## src/sv/assert_macros.svh

```systemverilog
// Assertion macros shared by the hue-wheel texel RTL.
// Each macro samples on clk and is disabled while arst_n is low.
`ifndef ASSERT_MACROS_SVH
`define ASSERT_MACROS_SVH
// Property that must hold at every sampled edge.
`define HCW_ASSERT(lbl, prop, msg) \
	lbl: assert property (@(posedge clk) disable iff (!arst_n) (prop)) \
		else $error(msg);
// Antecedent in this cycle implies consequent in the next.
`define HCW_ASSERT_NEXT(lbl, ante, cons, msg) \
	lbl: assert property (@(posedge clk) disable iff (!arst_n) (ante) |=> (cons)) \
		else $error(msg);
`endif

```

## src/sv/hcw_pkg.sv

```systemverilog
// Package for the hue-wheel texel core: widths, fixed-point constants,
// the CORDIC arctangent table and the classified-texel struct. No dependencies.
`default_nettype none
package hcw_pkg;
	localparam int WHEEL_SIZE_DEF    = 128;
	localparam int FRACTION_BITS_DEF = 16;

	localparam int COORD_W      = 7;
	localparam int BYTE_W       = 8;
	localparam int OFF_W        = 14;  // signed half-texel offset, sizes up to 4096
	localparam int GUARD_BITS   = 16;
	localparam int CW           = 32;  // CORDIC x/y width
	localparam int ZW           = 29;  // angle accumulator width, hue units * 2^24
	localparam int ANGLE_BITS   = 24;
	localparam int CORDIC_STEPS = 24;

	localparam logic [29:0] INV_GAIN_Q30 = 30'd652032874;
	localparam logic [BYTE_W-1:0] BYTE_MAX = 8'hFF;
	localparam logic [BYTE_W-1:0] BYTE_MIN = 8'h00;

	// Half-plane correction applied to the CORDIC angle
	localparam logic [1:0] BASE_ZERO = 2'd0;
	localparam logic [1:0] BASE_POS  = 2'd1;
	localparam logic [1:0] BASE_NEG  = 2'd2;

	// Hue sectors
	localparam logic [2:0] SECTOR_0 = 3'd0;
	localparam logic [2:0] SECTOR_1 = 3'd1;
	localparam logic [2:0] SECTOR_2 = 3'd2;
	localparam logic [2:0] SECTOR_3 = 3'd3;
	localparam logic [2:0] SECTOR_4 = 3'd4;
	localparam logic [2:0] SECTOR_5 = 3'd5;

	// atan(2^-i) * 3/pi * 2^24, rounded
	localparam logic [ANGLE_BITS-1:0] ATAN_HUE [CORDIC_STEPS] = '{
		24'd12582912, 24'd7428127, 24'd3924818, 24'd1992299, 24'd1000016, 24'd500495,
		24'd250309, 24'd125162, 24'd62582, 24'd31291, 24'd15646, 24'd7823,
		24'd3911, 24'd1956, 24'd978, 24'd489, 24'd244, 24'd122,
		24'd61, 24'd31, 24'd15, 24'd8, 24'd4, 24'd2
	};

	typedef struct packed {
		logic                    centre;
		logic                    axis;
		logic [1:0]              base;
		logic signed [OFF_W-1:0] x0;
		logic signed [OFF_W-1:0] y0;
	} texel_cls_t;
endpackage
`default_nettype wire

```

## src/sv/hcw_front.sv

```systemverilog
// Front end: accepts a texel coordinate and classifies it (offsets,
// half plane, centre and axis cases). Uses hcw_pkg.
`default_nettype none
module hcw_front import hcw_pkg::*; #(
	parameter int WHEEL_SIZE = WHEEL_SIZE_DEF
) (
	input  wire logic [COORD_W-1:0] column,
	input  wire logic [COORD_W-1:0] row,
	input  wire logic               texel_valid,
	output logic                    texel_ready,
	output logic                    cls_valid,
	output texel_cls_t              cls,
	input  wire logic               cls_ready
);
	localparam logic signed [OFF_W-1:0] TS_S = OFF_W'(WHEEL_SIZE);

	logic signed [OFF_W-1:0] dx, dy;
	logic                    neg;

	// Offsets in half-texel units; row drives x, column drives y
	always_comb begin
		dx  = $signed(OFF_W'({row, 1'b0})) - TS_S;
		dy  = $signed(OFF_W'({column, 1'b0})) - TS_S;
		neg = dx < 0;
		cls.centre = (dx == 0) && (dy == 0);
		cls.axis   = (dy == 0);
		cls.x0     = neg ? -dx : dx;
		cls.y0     = neg ? -dy : dy;
		if (!neg) begin
			cls.base = BASE_ZERO;
		end else if (dy >= 0) begin
			cls.base = BASE_POS;
		end else begin
			cls.base = BASE_NEG;
		end
	end

	// Pass the transaction straight into the queue
	assign cls_valid   = texel_valid;
	assign texel_ready = cls_ready;
endmodule
`default_nettype wire

```

## config.mk

```make
export PLATFORM = sky130hd
export DESIGN_NAME = hcw_front
export DESIGN_NICKNAME = d
export VERILOG_FILES = /design/src/sv/assert_macros.svh /design/src/sv/hcw_pkg.sv /design/src/sv/hcw_front.sv
export SDC_FILE = /design/constraint.sdc
export NUM_CORES = 1
export LEC_CHECK = 0
export ABC_AREA = 1
export BUFFER_PORTS_ARGS = -buffer_cell sky130_fd_sc_hd__buf_2
export CORE_AREA = 3 3 40 42
export DETAILED_ROUTE_END_ITERATION = 8
export DIE_AREA = 0 0 43 45
export PLACE_DENSITY = 0.9
export REMOVE_ABC_BUFFERS = 1
export SLEW_MARGIN = 5
export SYNTH_ARGS = -nofsm -noshare
export SYNTH_HDL_FRONTEND = slang
export SYNTH_SLANG_ARGS = --single-unit
```

## constraint.sdc

```tcl
create_clock -name vclk -period 6.12
set_input_delay 1.836 -clock vclk [all_inputs]
set_output_delay 1.836 -clock vclk [all_outputs]
set_load 0.005 [all_outputs]
```

==> results of run 1 <==
power by group:
part	total (µW)	internal (µW)	switching, µW
Sequential	0	0	0
Combinational	40.4	18.2	22.2
Clock	0	0	0
Total	40.4	18.2	22.2
worst max-delay path, stage by stage:
cell	delay, ns
buf_2	0.10
inv_1	0.10
ha_1	0.18
inv_1	0.06
nor2_1	0.12
nand3_1	0.13
nor2_1	0.11
ha_1	0.23
nand2_1	0.06
nand2_1	0.05
buf_2	0.13
cell families after synthesis:
logic type / share of synthesized area (%)
AO/OA/AOI/OAI: 9.56
XOR/XNOR: 9.56
adder cells (fa/ha/maj): 8.20
buffers and inverters: 32.2
other: 0.819
AND/OR/NAND/NOR: 39.6
per-layer routing:
metal / up-vias / wire [µm] / GRT usage [%]
li1: 303 / - / -
met1: 250 / 436 / 15.2
met2: 27 / 551 / 22.2
met3: 0 / 119 / 0.398
met4: 0 / 0 / 1.81
met5: - / 0 / 0
per-stage QoR:
stage               hold WS [ns]  utilization (%)  cell area, µm²  worst slack, ns
floorplan                   3.67                -             382             1.50
global placement            3.67             46.0             591             1.23
detailed placement          3.67             46.0             591             1.17
CTS                         3.67             46.0             591             1.17
global route                3.67             46.0             591            0.988
finish                      3.67             46.0             591             1.18
worst max-delay path by stage:
stage	slack, ns	depth (start not counted)	endpoint
after floorplan	1.50	9	cls[31]
after global placement	1.23	11	cls[9]
after detailed placement	1.17	11	cls[9]
after CTS	1.17	11	cls[9]
after global routing	0.99	11	cls[31]
final	1.18	11	cls[9]
cell usage in the layout, fill, tap and decap left out:
cell type | netlist | layout
nand2_1 | 22 | 22
inv_1 | 12 | 12
nor2_2 | 3 | 3
o21ai_2 | 1 | 1
xnor2_1 | 1 | 1
ha_1 | 3 | 3
nor3_1 | 1 | 1
o21ai_0 | 3 | 3
nor2_1 | 8 | 8
nand3_2 | 1 | 1
xor2_1 | 4 | 4
nand3_1 | 7 | 7
conb_1 | 1 | 8
buf_2 | 1 | 38
a21oi_1 | 4 | 4
area by class of cell:
type | instances | area (µm²) | area share, %
Multi-Input combinational cell | 66 | 337 | 57.0
Timing Repair Buffer | 38 | 190 | 32.2
Tap cell | 15 | 18.8 | 3.18
Inverter | 12 | 45.0 | 7.63
cell usage after synthesis:
| library cell | count | area, µm² |
|---|---|---|
| nand2_1 | 22 | 82.6 |
| buf_2 | 1 | 5.00 |
| nand3_2 | 1 | 10.0 |
| nor2_2 | 3 | 18.8 |
| nor3_1 | 1 | 5.00 |
| ha_1 | 3 | 37.5 |
| buf_4 | 13 | 97.6 |
| conb_1 | 1 | 3.75 |
| inv_1 | 12 | 45.0 |
| nor2_1 | 8 | 30.0 |
| o21ai_0 | 3 | 15.0 |
| nand3_1 | 7 | 35.0 |
| o21ai_2 | 1 | 8.76 |
| xor2_1 | 4 | 35.0 |
| xnor2_1 | 1 | 8.76 |
| a21oi_1 | 4 | 20.0 |
==> impl_results.md, run 1 <==
* Biggest fanout along the worst timing path at 3
* Leakage at between 0.0004 and 0.0005 µW
* Mapped Area at approximately 460 µm²
* Critical path endpoint category: output port
* Drt wl/cell at 8.45 µm
* HPWL after DPL at 993 µm
* Total gr overflow at 0
* Hold Startpoint: texel_valid
* GRT Total Usage at 11.8%
* Fin. Hold Viols at 0
* Sequential cells at 0
* Cts repair resizes at 0
* Die area at 1940 µm²
* Setup crit start: column[0]
* Status: finished, final reports clean
* Inst Count DP at approximately 130
* Clock buffers at 0
* CTS hold repair buffers at 0
* DRT Pass-1 Iters at 4
* # diodes at 0
* Total power at 40.4 µW
* CP Launch Type: primary input
* Worst Hold Depth at 0
* RSZ-0062 raised after global routing: false
* Fmax achieved at around 200 MHz
* Total wire length at 1110 µm
* Hold endpoint: cls_valid
* ANT nets after route at 0
* Initial antenna violation count at 0
* Port-buffer cells at 38
* Vias per Instance at around 4.4
* Reg area at 0 µm²
* Kind of critical path: in2out
* HP Class: in2out
* DR iter-0 viols at 6
* Postcts setup bufs at 0
* Mapped Avg Cell Area at 5.39 µm²
* Finished Layout Cells at 131
* Final Max Slew Viols at 0
* Residual DRC count at 0
* Worst EP arrival at 3.11 ns
* Max IR drop VDD at between 0.02 and 0.025 mV
* Largest net degree at the start of global routing at 13
* Initial Util at 35.6%
* Max_cap viols at 0
* First-pass GRT wire length at 1910 µm
* FILL cells at around 140
* Area delta synth->final at 29.0%
* Gp weighted congestion at 0.818
* Die width at 43 µm
* Die Ht at 45 µm
* # rows at 13
* Post-Syn Instances at 85
* Period utilization at 80.7%
* Ys Warns at 0
* Distinct cells, synth at 16
* Pwr dens at 68.4 nW/µm²
* Vias in the first global route at 480
* Setup TNS Final at 0 ns
* Seq/Total Area, Yosys at 0%
* Data required time of the worst path at ~4.3 ns
* Number of nets in the layout at 137
* Share of layout cells above drive strength 1 at 37.1%
* Core Area at 1280 µm²
* Final setup violating endpoints at 0
* Via count at 580
* I/O Pins at 50
* Tmin final at 4.94 ns
Note: power is estimated with default switching activity, not from simulation.
==> run 2, diff against run 1 <==
--- a/config.mk
+++ b/config.mk
@@ -7,10 +7,10 @@
 export LEC_CHECK = 0
 export ABC_AREA = 1
 export BUFFER_PORTS_ARGS = -buffer_cell sky130_fd_sc_hd__buf_2
-export CORE_AREA = 3 3 40 42
+export CORE_MARGIN = 3
+export CORE_UTILIZATION = 33
 export DETAILED_ROUTE_END_ITERATION = 8
-export DIE_AREA = 0 0 43 45
-export PLACE_DENSITY = 0.9
+export PLACE_DENSITY = 0.91
 export REMOVE_ABC_BUFFERS = 1
 export SLEW_MARGIN = 5
 export SYNTH_ARGS = -nofsm -noshare
==> constraint.sdc (replaced) <==
create_clock -name vclk -period 4
set_input_delay 1.2 -clock vclk [all_inputs]
set_output_delay 1.2 -clock vclk [all_outputs]
set_load 0.005 [all_outputs]
==> impl_results.md, run 2 (synthesized netlist as in run 1, its figures left out) <==
* Status: finished, final reports clean
* CTS hold repair buffers at 0 (unchanged)
* DR iter-0 viols at 9 (+3)
* Max IR drop VDD at 0.0388 mV (+63%)
* Final setup violating endpoints at 0 (unchanged)
* Finished Layout Cells at 130 (-0.76%)
* Fin. Hold Viols at 0 (unchanged)
* Die area at 1870 µm² (-3.3%)
* Total power at 61.6 µW (+53%)
* CP cell instances: buf_2 > inv_1 > ha_1 > inv_1 > nor2_1 > nand3_1 > nor2_1 > ha_1 > nand2_1 > nand2_1 > buf_2
* Postcts setup bufs at 0 (unchanged)
* Sequential cells at 0 (unchanged)
* Switching Share at 55.0% (about the same)
* Drt wl/cell at 8.48 µm (+0.41%)
* Inst Count DP at 130 (-0.76%)
* I/O Pins at 50 (unchanged)
* Die Ht at 43.3 µm (-3.9%)
* Final Util at 49.1% (+3.1 points)
* Met3 WL at 144 µm (+21%)
* CP bufs+invs at 4 (unchanged)
* HP Class: in2out
* Clock buffers at 0 (unchanged)
* First-pass GRT wire length at 1690 µm (-12%)
* Core Area at 1200 µm² (-6.5%)
* Biggest fanout along the worst timing path at 3 (unchanged)
* # rows at 12 (-1)
* Power Internal at 27.7 µW (+53%)
* Largest net degree at the start of global routing at 13 (unchanged)
* HPWL after DPL at 958 µm (-3.5%)
* Gp weighted congestion at 0.815 (-0.34%)
* Die width at 43.3 µm (+0.58%)
* Residual DRC count at 0 (unchanged)
* Vias per Instance at 4.37 (-1.3%)
* CP Launch Type: primary input
* Commonest non-fill, non-tap cell in the layout: buf_2
* Final Max Slew Viols at 0 (unchanged)
* Critical path endpoint category: output port
* Port-buffer cells at 38 (unchanged)
* Area delta synth->final at 28.7%
* Max_cap viols at 0 (unchanged)
* Sequential Power Share at 0% (unchanged)
* Slowest cell on the critical path: ha_1
* Total gr overflow at 0 (unchanged)
* Commonest non-fill, non-tap cells in the layout: 38 x buf_2, 22 x nand2_1, 12 x inv_1
* RSZ-0062 raised after global routing: false
* Setup TNS Final at 0 ns (unchanged)
* ANT nets after route at 0 (unchanged)
* Share of layout cells above drive strength 1 at 37.1% (unchanged)
* Vias in the first global route at 438 (-8.8%)
* Logic pwr share at 100.0% (about the same)
* Critical path's top delay family: simple AND/OR/NAND/NOR gates
* Data required time of the worst path at 2.80 ns (-1.48 ns)
* Reg area at 0 µm² (unchanged)
* Initial Util at 38.1% (+2.5 points)
* GRT Total Usage at 10.7% (-1.1 points)
* WL met2 at 512 µm (-7.1%)
* Worst EP arrival at 2.47 ns (-0.64 ns)
* Cts repair resizes at 0 (unchanged)
* Switch Pwr at 33.9 µW (+53%)
* Top sig layer: met3
* Kind of critical path: in2out
* Number of nets in the layout at 137 (unchanged)
* Period utilization at 91.8%
* Tmin final at between 3 and 4 ns
* # diodes at 0 (unchanged)
* Pwr dens at 105 nW/µm² (+53%)
* Proportion of power drawn by the clock network at 0% (unchanged)
* Fmax achieved at between 200 and 300 MHz
* Hold WS at 2.40 ns (-1.27 ns)
* Via count at 568 (-2.1%)
* Total wire length at 1100 µm (-0.36%)
* Multi-input gate area at 337 µm² (unchanged)
* Worst path max stage delay at 0.23 ns (about the same)
* DRT Pass-1 Iters at 4 (unchanged)
* Leakage at 0.000406 µW (unchanged)
* FILL cells at 140 (-1.4%)
* Initial antenna violation count at 0 (unchanged)
* WL met1 at 446 µm (+2.3%)
==> run 2: final cells by class <==
class | count | share of cell area (%)
inverters | 12 | 7.64
well taps | 14 | 2.97
multi-input cells | 66 | 57.1
repair buffers | 38 | 32.3
==> run 2: power groups by stage <==
stage | combinational (µW) | clock, µW | sequential (µW)
floorplan | 30.5 | 0 | 0
global route | 70.5 | 0 | 0
detailed placement | 62.0 | 0 | 0
global placement | 60.3 | 0 | 0
CTS | 62.2 | 0 | 0
finish | 61.6 | 0 | 0
==> run 2: layer usage <==
layer  up-vias  global-route usage [%]
met5         -                       0
met1       233                    14.4
met2        30                    19.5
met3         0                   0.424
li1        305                       -
met4         0                       0
==> run 2: per-stage QoR <==
step                      setup slack [ns]  area, µm²
after global routing                 0.123        589
after floorplan                      0.655        382
after global placement               0.378        589
after CTS                            0.318        589
after detailed placement             0.316        589
final                                0.327        589
==> run 2: final timing paths <==
kind	cells past startpoint	startpoint	to	slack, ns
worst max-delay path	11	column[0]	cls[9]	0.33
worst min-delay path	0	cls_ready	texel_ready	2.40
==> run 3, diff against run 2 <==
--- a/config.mk
+++ b/config.mk
@@ -10,7 +10,7 @@
 export CORE_MARGIN = 3
 export CORE_UTILIZATION = 33
 export DETAILED_ROUTE_END_ITERATION = 8
-export PLACE_DENSITY = 0.91
+export PLACE_DENSITY = 0.81
 export REMOVE_ABC_BUFFERS = 1
 export SLEW_MARGIN = 5
 export SYNTH_ARGS = -nofsm -noshare
==> impl_results.md, run 3 (synthesized netlist as in run 1, its figures left out) <==
* Tmin final at 3.68 ns (+0.0109 ns)
* Fmax achieved at 271 MHz (-0.30%)
* Kind of critical path: in2out
* Largest net degree at the start of global routing at 13 (unchanged)
* Status: finished, final reports clean
* ANT nets after route at 0 (unchanged)
* Setup TNS Final at 0 ns (unchanged)
* Commonest non-fill, non-tap cells in the layout: 38 x buf_2, 22 x nand2_1, 12 x inv_1
* Die width at 43.3 µm (unchanged)
* GRT Total Usage at 11.9% (+1.3 points)
* Via count at 576 (+1.4%)
* Clock buffers at 0 (unchanged)
* Cts repair resizes at 0 (unchanged)
* First-pass GRT wire length at 1900 µm (+13%)
* DRT Pass-1 Iters at 4 (unchanged)
* Leakage at 0.000406 µW (unchanged)
* Placed cell area at 589 µm² (unchanged)
* Die area at 1870 µm² (unchanged)
* Worst path max stage delay at 0.23 ns (about the same)
* Total wire length at 1160 µm (+4.7%)
* Max_cap viols at 0 (unchanged)
* CP cell instances: buf_2 > inv_1 > ha_1 > inv_1 > nor2_1 > nand3_1 > nor2_1 > ha_1 > nand2_1 > nand2_1 > buf_2
* Area delta synth->final at 28.7% (unchanged)
* Number of nets in the layout at 137 (unchanged)
* Critical path endpoint category: output port
* Die Ht at 43.3 µm (unchanged)
* Hold Startpoint: cls_ready
* # rows at 12 (unchanged)
* HP Class: in2out
* Max IR drop VDD at 0.0493 mV (+27%)
* RSZ-0062 raised after global routing: false
* Fin area at 589 µm² (unchanged)
* Worst Setup Slack, final at 0.316 ns (-0.0109 ns)
* Pre-CTS setup slack at 0.322 ns (+0.00634 ns)
* Share of layout cells above drive strength 1 at 37.1% (unchanged)
* CTS hold repair buffers at 0 (unchanged)
* Critical path's top delay family: simple AND/OR/NAND/NOR gates
* Period utilization at 92.1% (+0.27 points)
* DR iter-0 viols at 6 (-3)
* Drt wl/cell at 8.88 µm (+4.7%)
* I/O Pins at 50 (unchanged)
* Fin. Hold Viols at 0 (unchanged)
* Port-buffer cells at 38 (unchanged)
* Vias per Instance at 4.43 (+1.4%)
* Final setup violating endpoints at 0 (unchanged)
* Postcts setup bufs at 0 (unchanged)
* Worst EP arrival at 2.48 ns (about the same)
* # diodes at 0 (unchanged)
* Final Max Slew Viols at 0 (unchanged)
* HPWL after DPL at 1000 µm (+4.8%)
* Slowest cell on the critical path: ha_1
* Hold endpoint: texel_ready
* Total gr overflow at 0 (unchanged)
* CP Launch Type: primary input
* Biggest fanout along the worst timing path at 3 (unchanged)
* Gp weighted congestion at 0.737 (-9.5%)
* Commonest non-fill, non-tap cell in the layout: buf_2
* Initial Util at 38.1% (unchanged)
* Data required time of the worst path at 2.80 ns (about the same)
* Worst Hold Depth at 0 (unchanged)
* FILL cells at 137 (-2.1%)
* Pwr dens at 105 nW/µm² (+0.41%)
* Reg area at 0 µm² (unchanged)
* Residual DRC count at 0 (unchanged)
* Initial antenna violation count at 0 (unchanged)
* CP bufs+invs at 4 (unchanged)
* Sequential cells at 0 (unchanged)
* Vias in the first global route at 485 (+11%)
* Core Area at 1200 µm² (unchanged)
run 3: per-stage QoR:
| stage | std cells | util [%] | power, µW | hold WS (ns) |
|---|---|---|---|---|
| floorplan | 78 | - | 30.5 | 2.40 |
| global placement | 130 | 49.1 | 60.9 | 2.40 |
| detailed placement | 130 | 49.1 | 62.2 | 2.40 |
| CTS | 130 | 49.1 | 62.5 | 2.40 |
| global route | 130 | 49.1 | 71.2 | 2.40 |
| finish | 130 | 49.1 | 61.9 | 2.40 |
run 3: cell type report:
cell class / instances / area [µm²] / area share [%]
Multi-Input combinational cell: 66 / 337 / 57.1
Timing Repair Buffer: 38 / 190 / 32.3
Tap cell: 14 / 17.5 / 2.97
Inverter: 12 / 45.0 / 7.64
run 3: how the worst max path moves through the flow:
stage,startpoint,slack (ns),depth (start not counted),endpoint
after floorplan,column[0],0.66,9,cls[31]
after global placement,column[0],0.38,11,cls[9]
after detailed placement,column[0],0.32,11,cls[9]
after CTS,column[0],0.31,11,cls[9]
after global routing,column[0],0.13,11,cls[31]
final,column[0],0.32,11,cls[9]
run 3: power by group:
| part | leakage [µW] | internal [µW] | switching (µW) |
|---|---|---|---|
| Sequential | 0 | 0 | 0 |
| Clock | 0 | 0 | 0 |
| Combinational | 0.000406 | 27.8 | 34.1 |
| Total | 0.000406 | 27.8 | 34.1 |
run 3: layer usage:
metal | track usage (%) | vias up | share of wire, %
met4 | 0 | 0 | 0
met2 | 23.6 | 24 | 48
li1 | - | 306 | -
met3 | 1.27 | 0 | 10
met5 | 0 | - | 0
met1 | 14.1 | 246 | 41
