<file path="config.mk">
export PLATFORM = sky130hd
export DESIGN_NAME = hcw_queue
export DESIGN_NICKNAME = d
export VERILOG_FILES = /design/src/sv/hcw_pkg.sv /design/src/sv/hcw_queue.sv
export VERILOG_INCLUDE_DIRS = /design/src /design/src/sv
export SDC_FILE = /design/constraint.sdc
export NUM_CORES = 1
export LEC_CHECK = 0
export ABC_AREA = 1
export BUFFER_PORTS_ARGS = -buffer_cell sky130_fd_sc_hd__buf_2
export CAP_MARGIN = 20
export CORE_ASPECT_RATIO = 0.9
export CORE_MARGIN = 4
export CORE_UTILIZATION = 35
export CTS_CLUSTER_SIZE = 28
export DETAILED_ROUTE_END_ITERATION = 10
export HOLD_SLACK_MARGIN = 0.05
export PLACE_DENSITY_LB_ADDON = 0.08
export SLEW_MARGIN = 20
export SYNTH_ARGS = -nofsm -noshare
export SYNTH_HDL_FRONTEND = slang
export SYNTH_SLANG_ARGS = --single-unit
export TNS_END_PERCENT = 50
</file>
<file path="constraint.sdc">
create_clock -name clk -period 3.3 [get_ports clk]
set_input_delay 0 -clock clk [delete_from_list [all_inputs] [get_ports clk]]
set_output_delay 0 -clock clk [all_outputs]
set_load 0.05 [all_outputs]
</file>
<file path="src/sv/assert_macros.svh">
// Assertion macros shared by the hue-wheel texel RTL.
// Each macro samples on clk and is disabled while arst_n is low.
`ifndef ASSERT_MACROS_SVH
`define ASSERT_MACROS_SVH
// Property that must hold at every sampled edge.
`define HCW_ASSERT(lbl, prop, msg) \
	lbl: assert property (@(posedge clk) disable iff (!arst_n) (prop)) \
		else $error(msg);
// Antecedent in this cycle implies consequent in the next.
`define HCW_ASSERT_NEXT(lbl, ante, cons, msg) \
	lbl: assert property (@(posedge clk) disable iff (!arst_n) (ante) |=> (cons)) \
		else $error(msg);
`endif

</file>
<file path="src/sv/hcw_pkg.sv">
// Package for the hue-wheel texel core: widths, fixed-point constants,
// the CORDIC arctangent table and the classified-texel struct. No dependencies.
`default_nettype none
package hcw_pkg;
	localparam int WHEEL_SIZE_DEF    = 128;
	localparam int FRACTION_BITS_DEF = 16;

	localparam int COORD_W      = 7;
	localparam int BYTE_W       = 8;
	localparam int OFF_W        = 14;  // signed half-texel offset, sizes up to 4096
	localparam int GUARD_BITS   = 16;
	localparam int CW           = 32;  // CORDIC x/y width
	localparam int ZW           = 29;  // angle accumulator width, hue units * 2^24
	localparam int ANGLE_BITS   = 24;
	localparam int CORDIC_STEPS = 24;

	localparam logic [29:0] INV_GAIN_Q30 = 30'd652032874;
	localparam logic [BYTE_W-1:0] BYTE_MAX = 8'hFF;
	localparam logic [BYTE_W-1:0] BYTE_MIN = 8'h00;

	// Half-plane correction applied to the CORDIC angle
	localparam logic [1:0] BASE_ZERO = 2'd0;
	localparam logic [1:0] BASE_POS  = 2'd1;
	localparam logic [1:0] BASE_NEG  = 2'd2;

	// Hue sectors
	localparam logic [2:0] SECTOR_0 = 3'd0;
	localparam logic [2:0] SECTOR_1 = 3'd1;
	localparam logic [2:0] SECTOR_2 = 3'd2;
	localparam logic [2:0] SECTOR_3 = 3'd3;
	localparam logic [2:0] SECTOR_4 = 3'd4;
	localparam logic [2:0] SECTOR_5 = 3'd5;

	// atan(2^-i) * 3/pi * 2^24, rounded
	localparam logic [ANGLE_BITS-1:0] ATAN_HUE [CORDIC_STEPS] = '{
		24'd12582912, 24'd7428127, 24'd3924818, 24'd1992299, 24'd1000016, 24'd500495,
		24'd250309, 24'd125162, 24'd62582, 24'd31291, 24'd15646, 24'd7823,
		24'd3911, 24'd1956, 24'd978, 24'd489, 24'd244, 24'd122,
		24'd61, 24'd31, 24'd15, 24'd8, 24'd4, 24'd2
	};

	typedef struct packed {
		logic                    centre;
		logic                    axis;
		logic [1:0]              base;
		logic signed [OFF_W-1:0] x0;
		logic signed [OFF_W-1:0] y0;
	} texel_cls_t;
endpackage
`default_nettype wire

</file>
<file path="src/sv/hcw_queue.sv">
// Two-entry queue of classified texels between front and back end.
// Uses hcw_pkg and assert_macros.svh.
`default_nettype none
`include "assert_macros.svh"
module hcw_queue import hcw_pkg::*; (
	input  wire logic        clk,
	input  wire logic        arst_n,
	input  wire logic        push_valid,
	output logic             push_ready,
	input  wire texel_cls_t  push_data,
	output logic             pop_valid,
	input  wire logic        pop_ready,
	output texel_cls_t       pop_data
);
	texel_cls_t ent_q [2];
	logic       wr_q, rd_q;
	logic [1:0] cnt_q;
	logic       push, pop;

	assign push_ready = (cnt_q != 2'd2);
	assign pop_valid  = (cnt_q != 2'd0);
	assign push       = push_valid && push_ready;
	assign pop        = pop_valid && pop_ready;
	assign pop_data   = ent_q[rd_q];

	// Advance pointers and count
	always_ff @(posedge clk or negedge arst_n) begin
		if (!arst_n) begin
			wr_q  <= 1'b0;
			rd_q  <= 1'b0;
			cnt_q <= 2'd0;
		end else begin
			if (push) wr_q <= ~wr_q;
			if (pop) rd_q <= ~rd_q;
			cnt_q <= cnt_q + 2'(push) - 2'(pop);
		end
	end

	// Store entries
	always_ff @(posedge clk) begin
		if (push) ent_q[wr_q] <= push_data;
	end

	`HCW_ASSERT(a_cnt_bound, cnt_q <= 2'd2, "queue count beyond depth")
	`HCW_ASSERT_NEXT(a_cnt_up, push && !pop, cnt_q == $past(cnt_q) + 2'd1, "push lost")
	`HCW_ASSERT(a_ptr_sync, (cnt_q == 2'd1) == (wr_q != rd_q), "pointers disagree with count")
endmodule
`default_nettype wire

</file>
==> impl_metrics.json, run 1 <==
{
  "grt_pass1_vias": 1745,
  "drc": 0,
  "synth_nets": 237,
  "setup.worst_path.start_class": "flop",
  "drt_iter0_drc": 49,
  "ant_nets": 0,
  "clk_path_buf_depth": 2,
  "crit_type": "flop to output pin",
  "dp_cells": 356,
  "drive_gt1_share_pct": 31.1,
  "die-height_microns": 90.0,
  "port_buffers": 69,
  "synthCells": 199,
  "r2r-start": "wr_q",
  "dr.pass1.iters": 4,
  "setup_viol": 0,
  "vias": 1693,
  "grt_usage_pct": 12.3,
  "root_buffer": "clkbuf_8",
  "syn_area_sq_um": 2610,
  "cts_tree": "built",
  "fin_ws_ns": 1.27,
  "wl_per_cell_microns": 12.4,
  "cts_max_level": 3,
  "gp_congestion": 0.693,
  "status": "finished, final reports clean",
  "grt_max_degree": 34,
  "slew_viol_final": 0,
  "tightest_slew_ns": 0.988,
  "hold_viol_final": 0,
  "pre_cts_ws_ns": 1.46,
  "yosysSeqAreaShare_pct": 77.4,
  "total_power_mw": 3.58,
  "diodes": 0,
  "leakagePower_nw": 1.57,
  "dieWidth_microns": 99.1,
  "antenna_found_initial": 0,
  "relSlewSlack_pct": 34.0,
  "start_util_pct": 36.5,
  "rsz0062_at_grt": "false",
  "ys_warn_count": 0,
  "maxClockFrequency_ghz": 0.493,
  "drv_cap": 0,
  "grt_first_pass_wirelength_microns": 8470,
  "skew_ns": 0.00448,
  "cts_made_buffers": 9,
  "nNetsFinal": 348,
  "coreArea_sq_um": 7150,
  "drt-vias-per-instance": 4.15,
  "ios": 70,
  "fin_crit_ns": 2.03,
  "area_growth_pct": 37.8,
  "vdd_drop_max_mv": 0.357,
  "yosysUniqueCellTypes": 12,
  "cp-end-kind": "output pin",
  "power.density_nw_per_um2": 993,
  "cp_max_fo": 23,
  "overflow": 0,
  "crit_required_ns": 3.30,
  "fin_tns_setup_ns": 0,
  "clk_pin_slew_worst_paths_ns": 0.07,
  "fin_cells": 408,
  "cp-startpoint": "rd_q",
  "dp_hpwl_microns": 3130,
  "post-cts-setup-buffer-count": 0,
  "clock_latency_ns": 0.33,
  "ys_ff_latch": 68,
  "critPathArrivalTime_ns": 2.03,
  "period_share_pct": 61.5,
  "die-area_sq_um": 8910,
  "wl_microns": 5050,
  "hold_start": "push_data[23]",
  "min_path_type": "input pin to flop",
  "syn_area_per_cell_sq_um": 13.1,
  "rows": 29,
  "clkSinkCount": 68
}
## synthesized netlist by cell type
cell | instances | area share [%]
edfxtp_1 | 64 | 74
inv_8 | 1 | 0.43
buf_6 | 3 | 1.3
buf_8 | 1 | 0.57
nand2_2 | 10 | 2.4
nor2_1 | 1 | 0.14
nand2_1 | 99 | 14
ha_1 | 2 | 0.96
inv_1 | 8 | 1.1
buf_4 | 3 | 0.86
nand3_1 | 3 | 0.57
dfrtp_1 | 4 | 3.8
## metrics by stage
step                area [sq um]  hold slack (ns)  utilization (%)
global placement            3030           -0.192             42.3
finish                      3600            0.388             50.4
CTS                         3600            0.361             50.4
global route                3600            0.360             50.4
floorplan                   2610           -0.296                -
detailed placement          3030           -0.192             42.3
## power by group
group	total, mW	switching, mW	internal, mW
Combinational	1.59	1.25	0.339
Clock	0.710	0.289	0.421
Sequential	1.28	0.0986	1.18
Total	3.58	1.64	1.94
## routing by layer
layer | vias to the layer above | wire length [microns] | part of all wire [%] | GRT usage [%]
li1 | 876 | - | - | -
met1 | 761 | 2110 | 42 | 14.0
met2 | 47 | 2540 | 50 | 21.0
met3 | 9 | 323 | 6.4 | 5.19
met4 | 0 | 75 | 1.5 | 3.53
met5 | - | 0 | 0 | 0
## registers in the layout, indices dropped and copies added (netlist names)
signal / cells
ent_q: 64
cnt_q: 2
rd_q: 1
wr_q: 1
## path summary, 6_finish.rpt
kind	end	slack [ns]	depth (start not counted)
min in group asynchronous	cnt_q[0]	0.57	3
min reg2reg	wr_q	0.48	2
max reg2reg	ent_q[0][28]	1.52	4
min	ent_q[1][23]	0.39	2
max	pop_data[11]	1.27	4
max in group asynchronous	rd_q	2.57	3
## kinds of logic (layout without fill, tap and decap cells)
family                   after synthesis  after routing  synth area share, %
buffers and inverters                 16            132                 4.31
adder cells (fa/ha/maj)                2              2                0.958
AND/OR/NAND/NOR                      113            113                 17.3
flip-flops                            68             68                 77.4
## worst max-delay path, stage by stage (launching register included)
cell	delay, ns
dfrtp_1	0.97
buf_4	0.33
nand2_1	0.07
nand2_1	0.07
buf_2	0.25
## placed cells by master, fill, tap and decap left out
| cell type | instances |
|---|---|
| buf_2 | 69 |
| clkinv_1 | 1 |
| clkinvlp_4 | 3 |
| inv_8 | 1 |
| edfxtp_1 | 64 |
| ha_1 | 2 |
| nand3_1 | 3 |
| dlygate4sd3_1 | 36 |
| clkbuf_8 | 9 |
| dfrtp_1 | 4 |
| buf_4 | 2 |
| nand2_2 | 10 |
| nor2_4 | 1 |
| inv_1 | 8 |
| nand2_1 | 99 |
| clkinv_2 | 1 |
| bufinv_16 | 2 |
## what timing repair did
item                      CTS  global route
hold buffers               36             0
gates resized for setup     0             0
hold endpoints to repair   70             0
## final cells by class
class | count | area (sq um)
clock inverter | 7 | 91.3
timing repair buffer | 107 | 721
inverter | 9 | 41.3
multi-input combinational | 115 | 485
fill | 620 | 3550
tap | 93 | 116
clock buffer | 9 | 124
sequential | 68 | 2020
Note: power is estimated with default switching activity, not from simulation.
==> run 2, diff against run 1 <==
Clock period 3.3 ns to 2.1 ns, I/O delays scaled along.
==> run 2 against run 1 <==
Net effect:
- first-iteration DRC count increased by 18%
- combinational power up 64%
- register-to-register slack lost 0.83 ns
==> impl_metrics.json, run 2 (synthesis results as in run 1) <==
{
  "ios": 70,
  "die-height_microns": 90.0,
  "grt_max_degree": 34,
  "slowest_delay_ns": 0.61,
  "coreArea_sq_um": 7150,
  "die-area_sq_um": 8910,
  "power.density_nw_per_um2": 1540,
  "crit_type": "flop to output pin",
  "clkSinkCount": 68,
  "drc": 0,
  "grt_usage_pct": 12.8,
  "skew_ns": 0.00691,
  "drv_cap": 0,
  "port_buffers": 69,
  "cts_made_buffers": 9,
  "diodes": 0,
  "internal_power_mw": 2.96,
  "drt_iter0_drc": 58,
  "largest_reg_flops": 64,
  "worst-path-buf-inv": 2,
  "p_switching_mw": 2.59,
  "fin_crit_ns": 1.69,
  "total_power_mw": 5.54,
  "nNetsFinal": 351,
  "slew_viol_final": 0,
  "final_common_cell": "nand2_1",
  "clock_latency_ns": 0.33,
  "critPathArrivalTime_ns": 1.69,
  "post-cts-setup-buffer-count": 0,
  "worst_hold_slack_ns": 0.391,
  "cts.repair.resized": 0,
  "worst_path_dominant_cell_family": "flip-flops",
  "rsz0062_at_grt": "false",
  "gp_congestion": 0.664,
  "setup.worst_path.start_class": "flop",
  "area_growth_pct": 37.9,
  "crit_required_ns": 2.10,
  "seq_power_share_pct": 35.4,
  "status": "finished, final reports clean",
  "grt_pass1_vias": 1773,
  "clk_pin_slew_worst_paths_ns": 0.07,
  "top_register": "ent_q",
  "antenna_found_initial": 0,
  "start_util_pct": 36.5,
  "relSlewSlack_pct": 71.1,
  "crit_slowest_cell": "dfrtp_1",
  "maxClockFrequency_ghz": 0.593,
  "drt-vias-per-instance": 4.19,
  "vdd_drop_max_mv": 0.746,
  "final_cell_mix": "nand2_1, buf_2, edfxtp_1",
  "cp_max_fo": 15,
  "min_path_type": "input pin to flop",
  "dp_hpwl_microns": 3210,
  "worstPathCellList": "buf_4 -> nand2_1 -> nand2_1 -> buf_2",
  "period_share_pct": 80.3,
  "vias": 1721,
  "cts_hold_buf": 36,
  "p_clk_share_pct": 17.8,
  "overflow": 0,
  "hold_viol_final": 0,
  "ant_nets": 0,
  "rows": 29,
  "drive_gt1_share_pct": 30.8,
  "cp-end-kind": "output pin",
  "dr.pass1.iters": 4,
  "cts_max_level": 3,
  "wl_microns": 5270,
  "sw_frac_of_total_pct": 46.6,
  "fin_tns_setup_ns": 0,
  "finalCoreUtilization_pct": 50.4,
  "cts_tree": "built",
  "leakagePower_nw": 1.58,
  "setup_viol": 0,
  "root_buffer": "clkbuf_8",
  "cp_common_cell": "nand2_1",
  "p_comb_share_pct": 46.8,
  "clk_path_buf_depth": 2,
  "dieWidth_microns": 99.1,
  "wl_per_cell_microns": 12.8,
  "tightest_slew_ns": 0.434,
  "top_regs": "ent_q x64, cnt_q x2",
  "grt_first_pass_wirelength_microns": 8690
}
[run 2: path summary, 6_finish.rpt]
| kind | from | slack (ns) | cells past startpoint | endpoint |
|---|---|---|---|---|
| worst max-delay path | rd_q | 0.41 | 4 | pop_data[25] |
| worst min-delay path | push_data[21] | 0.39 | 2 | ent_q[1][21] |
| worst max register to register | cnt_q[1] | 0.69 | 10 | cnt_q[1] |
| worst min register to register | wr_q | 0.47 | 2 | wr_q |
| max in group asynchronous | arst_n | 1.34 | 3 | rd_q |
| min in group asynchronous | arst_n | 0.58 | 3 | cnt_q[0] |
[run 2: layout make-up]
| type | count | area, sq um |
|---|---|---|
| Clock buffer | 10 | 128 |
| Sequential cell | 68 | 2020 |
| Inverter | 9 | 41.3 |
| Timing Repair Buffer | 110 | 756 |
| Multi-Input combinational cell | 115 | 485 |
| Fill cell | 661 | 3540 |
| Tap cell | 93 | 116 |
| Clock inverter | 6 | 55.1 |
[run 2: power by group through the flow]
| stage | clock (mW) | sequential (mW) | combinational (mW) |
|---|---|---|---|
| floorplan | 0 | 1.95 | 2.06 |
| global placement | 0 | 1.99 | 2.59 |
| detailed placement | 0 | 1.99 | 2.59 |
| CTS | 1.03 | 1.97 | 2.65 |
| global route | 1.10 | 1.99 | 2.82 |
| finish | 0.985 | 1.96 | 2.60 |
[run 2: layer usage]
metal | GRT usage, % | up-vias | wire length [microns]
li1 | - | 885 | -
met1 | 16.1 | 778 | 2410
met2 | 20.0 | 51 | 2500
met3 | 5.50 | 7 | 297
met4 | 3.75 | 0 | 66
met5 | 0 | - | 0
[run 2: stage by stage]
step / cell area [sq um] / cells / worst slack [ns]
after detailed placement: 3060 / 359 / 0.693
after global routing: 3600 / 411 / 0.279
after CTS: 3600 / 411 / 0.369
after global placement: 3060 / 359 / 0.704
after floorplan: 2620 / 199 / 0.131
final: 3600 / 411 / 0.413
==> run 3, diff against run 2 <==
Settings changed: ABC_AREA 1 to 0.
Clock period 2.1 ns to 1.39 ns, I/O delays scaled along.
==> run 3 against run 2 <==
Net effect:
- the run now ends with negative setup slack left
- clock skew fell by 0.00098 ns
- count of clock-buffer cells in the layout did not move
- cell area increased by 16%
- clock power grew 33%
- sequential share of layout area shrank 7.6 points
- first-iteration DRC count fell by 28%
- area after synthesis is 3.5% lower
- worst setup slack got worse by 0.63 ns
- sequential power is 53% higher
- final cell count decreased by 16%
- sequential cell count did not move
- hold slack got worse by 0.32 ns
- largest cell class unchanged
- highest routed layer unchanged
==> impl_metrics.json, run 3 <==
{
  "grt_max_degree": 15,
  "drt-vias-per-instance": 4.31,
  "fin_tns_setup_ns": -12.70,
  "dr.pass1.iters": 4,
  "status": "complete, but fails checks",
  "power.density_nw_per_um2": 2330,
  "syn_area_sq_um": 2520,
  "relSlewSlack_pct": 83.2,
  "die-height_microns": 88.5,
  "cts_max_level": 3,
  "synthCells": 117,
  "ant_nets": 0,
  "maxClockFrequency_ghz": 0.623,
  "synthTopCellsByCount": "edfxtp_1, mux2_2, dfrtp_1",
  "crit_type": "flop to flop",
  "yosysUniqueCellTypes": 15,
  "gp_congestion": 0.699,
  "root_buffer": "clkbuf_8",
  "clk_pin_slew_worst_paths_ns": 0.07,
  "grt_pass1_vias": 1663,
  "reg2reg_depth": 7,
  "min_path_type": "input pin to flop",
  "skew_ns": 0.00593,
  "wl_per_cell_microns": 15.3,
  "finalCoreUtilization_pct": 59.2,
  "setup.worst_path.start_class": "flop",
  "ys_warn_count": 0,
  "synth.largest_area_cell": "edfxtp_1",
  "drt_iter0_drc": 42,
  "clock_latency_ns": 0.33,
  "wl_microns": 5300,
  "vias": 1497,
  "diodes": 0,
  "fin_cells": 347,
  "setup_viol": 99,
  "grt_first_pass_wirelength_microns": 7990,
  "rsz0062_at_grt": "true",
  "cp_max_fo": 2,
  "leakagePower_nw": 1.65,
  "top_register": "ent_q",
  "drc": 0,
  "synth.top_cells.by_area": "edfxtp_1, mux2_2, dfrtp_1",
  "synthArstFlopShare_pct": 5.88,
  "nNetsFinal": 287,
  "total_power_mw": 9.74,
  "cts_made_buffers": 9,
  "yosysSeqAreaShare_pct": 80.2,
  "synth_most_common_cell": "edfxtp_1",
  "grt_usage_pct": 12.6,
  "vdd_drop_max_mv": 1.33,
  "fin_ws_ns": -0.215,
  "clkSinkCount": 68,
  "crit_required_ns": 1.60,
  "drive_gt1_share_pct": 58.3,
  "drv_cap": 0,
  "syn_area_per_cell_sq_um": 21.5,
  "clk_path_buf_depth": 2,
  "top_regs": "ent_q x64, cnt_q x2",
  "dieWidth_microns": 97.4,
  "rows": 29,
  "overflow": 0,
  "ios": 70,
  "dp_hpwl_microns": 3200,
  "cp_common_cell": "ha_4",
  "die-area_sq_um": 8620,
  "cp-end-kind": "flop",
  "ys_ff_latch": 68,
  "cts_tree": "built",
  "synth_nets": 155,
  "synthFlopType": "edfxtp_1",
  "final_common_cell": "edfxtp_1",
  "synth_top_area_share_pct": 76.3,
  "hold_viol_final": 0,
  "fin_crit_ns": 1.61,
  "antenna_found_initial": 0,
  "area_growth_pct": 65.5,
  "period_share_pct": 115,
  "hold_depth": 4,
  "start_util_pct": 35.8,
  "final_cell_mix": "edfxtp_1, buf_2, dlygate4sd3_1",
  "slowest_delay_ns": 0.39,
  "slew_viol_final": 0,
  "violations": "negative setup slack",
  "tightest_slew_ns": 0.254,
  "worstPathCellList": "or2_4 -> and2_4 -> ha_4 -> inv_2 -> ha_4 -> xnor2_2 -> xnor2_1",
  "coreArea_sq_um": 7040,
  "port_buffers": 69,
  "critPathArrivalTime_ns": 1.82,
  "synth-edff-count": 64,
  "largest_reg_flops": 64,
  "crit_slowest_cell": "dfrtp_1",
  "dp_cells": 288
}
==> run 3: what timing repair did <==
item | in CTS | in global routing
gates resized for setup | 71 | 43
endpoints found under the hold margin | 68 | 0
setup buffers | 5 | 3
hold buffers | 34 | 0
endpoints found under the setup margin | 98 | 99
cloned | 3 | 1
pin swaps | 1 | 3
==> run 3: stage by stage <==
step	setup slack (ns)	cell area, sq um	hold slack (ns)
3_5_place_dp	-0.220	3160	-0.186
2_1_floorplan	-0.322	2580	-0.296
6_report	-0.215	4170	0.0705
3_3_place_gp	-0.155	3160	-0.187
5_1_grt	-0.265	4170	0.0729
4_1_cts	-0.225	4010	0.0576
==> run 3: cell families after synthesis <==
kind of cell / Yosys count / synth area share, %
XOR/XNOR: 4 / 1.39
adder cells (fa/ha/maj): 2 / 0.993
buffers and inverters: 5 / 1.69
flip-flops: 68 / 80.2
multiplexers: 32 / 14.3
AND/OR/NAND/NOR: 6 / 1.39
==> run 3: final timing paths <==
check | slack, ns | to | startpoint
worst max register to register | -0.22 | cnt_q[1] | cnt_q[0]
max in group asynchronous | 0.64 | rd_q | arst_n
min in group asynchronous | 0.56 | cnt_q[0] | arst_n
worst max-delay path | -0.22 | cnt_q[1] | cnt_q[0]
worst min register to register | 0.57 | wr_q | wr_q
worst min-delay path | 0.07 | wr_q | push_valid
==> run 3: where the power goes <==
group | internal (mW) | switching [mW]
combinational | 2.58 | 2.86
sequential | 2.81 | 0.180
clock | 0.628 | 0.681
total | 6.02 | 3.72
==> run 3: area by class of cell <==
class / instances / area (sq um)
Fill cell: 548 / 2870
Sequential cell: 68 / 2020
Timing Repair Buffer: 125 / 1290
Multi-Input combinational cell: 44 / 578
Clock buffer: 10 / 128
Tap cell: 93 / 116
Clock inverter: 6 / 31.3
Inverter: 1 / 3.75
==> run 3: worst max-delay path, delay by kind of cell, from the launching register on <==
family                     cells  cell delay, ns
and+or+nand+nor                2            0.40
xor gates and xnor gates       2            0.25
buffers and inverters          1            0.04
adders and majority gates      2            0.41
DFF                            1            0.39
==> run 3: layer usage <==
layer  global-route usage, %  part of all wire (%)  up-vias
met5                       0                     0        -
met4                    4.91                   1.2        0
met3                    4.41                   3.8        7
met2                    22.4                    55       36
met1                    14.1                    40      733
li1                        -                     -      721
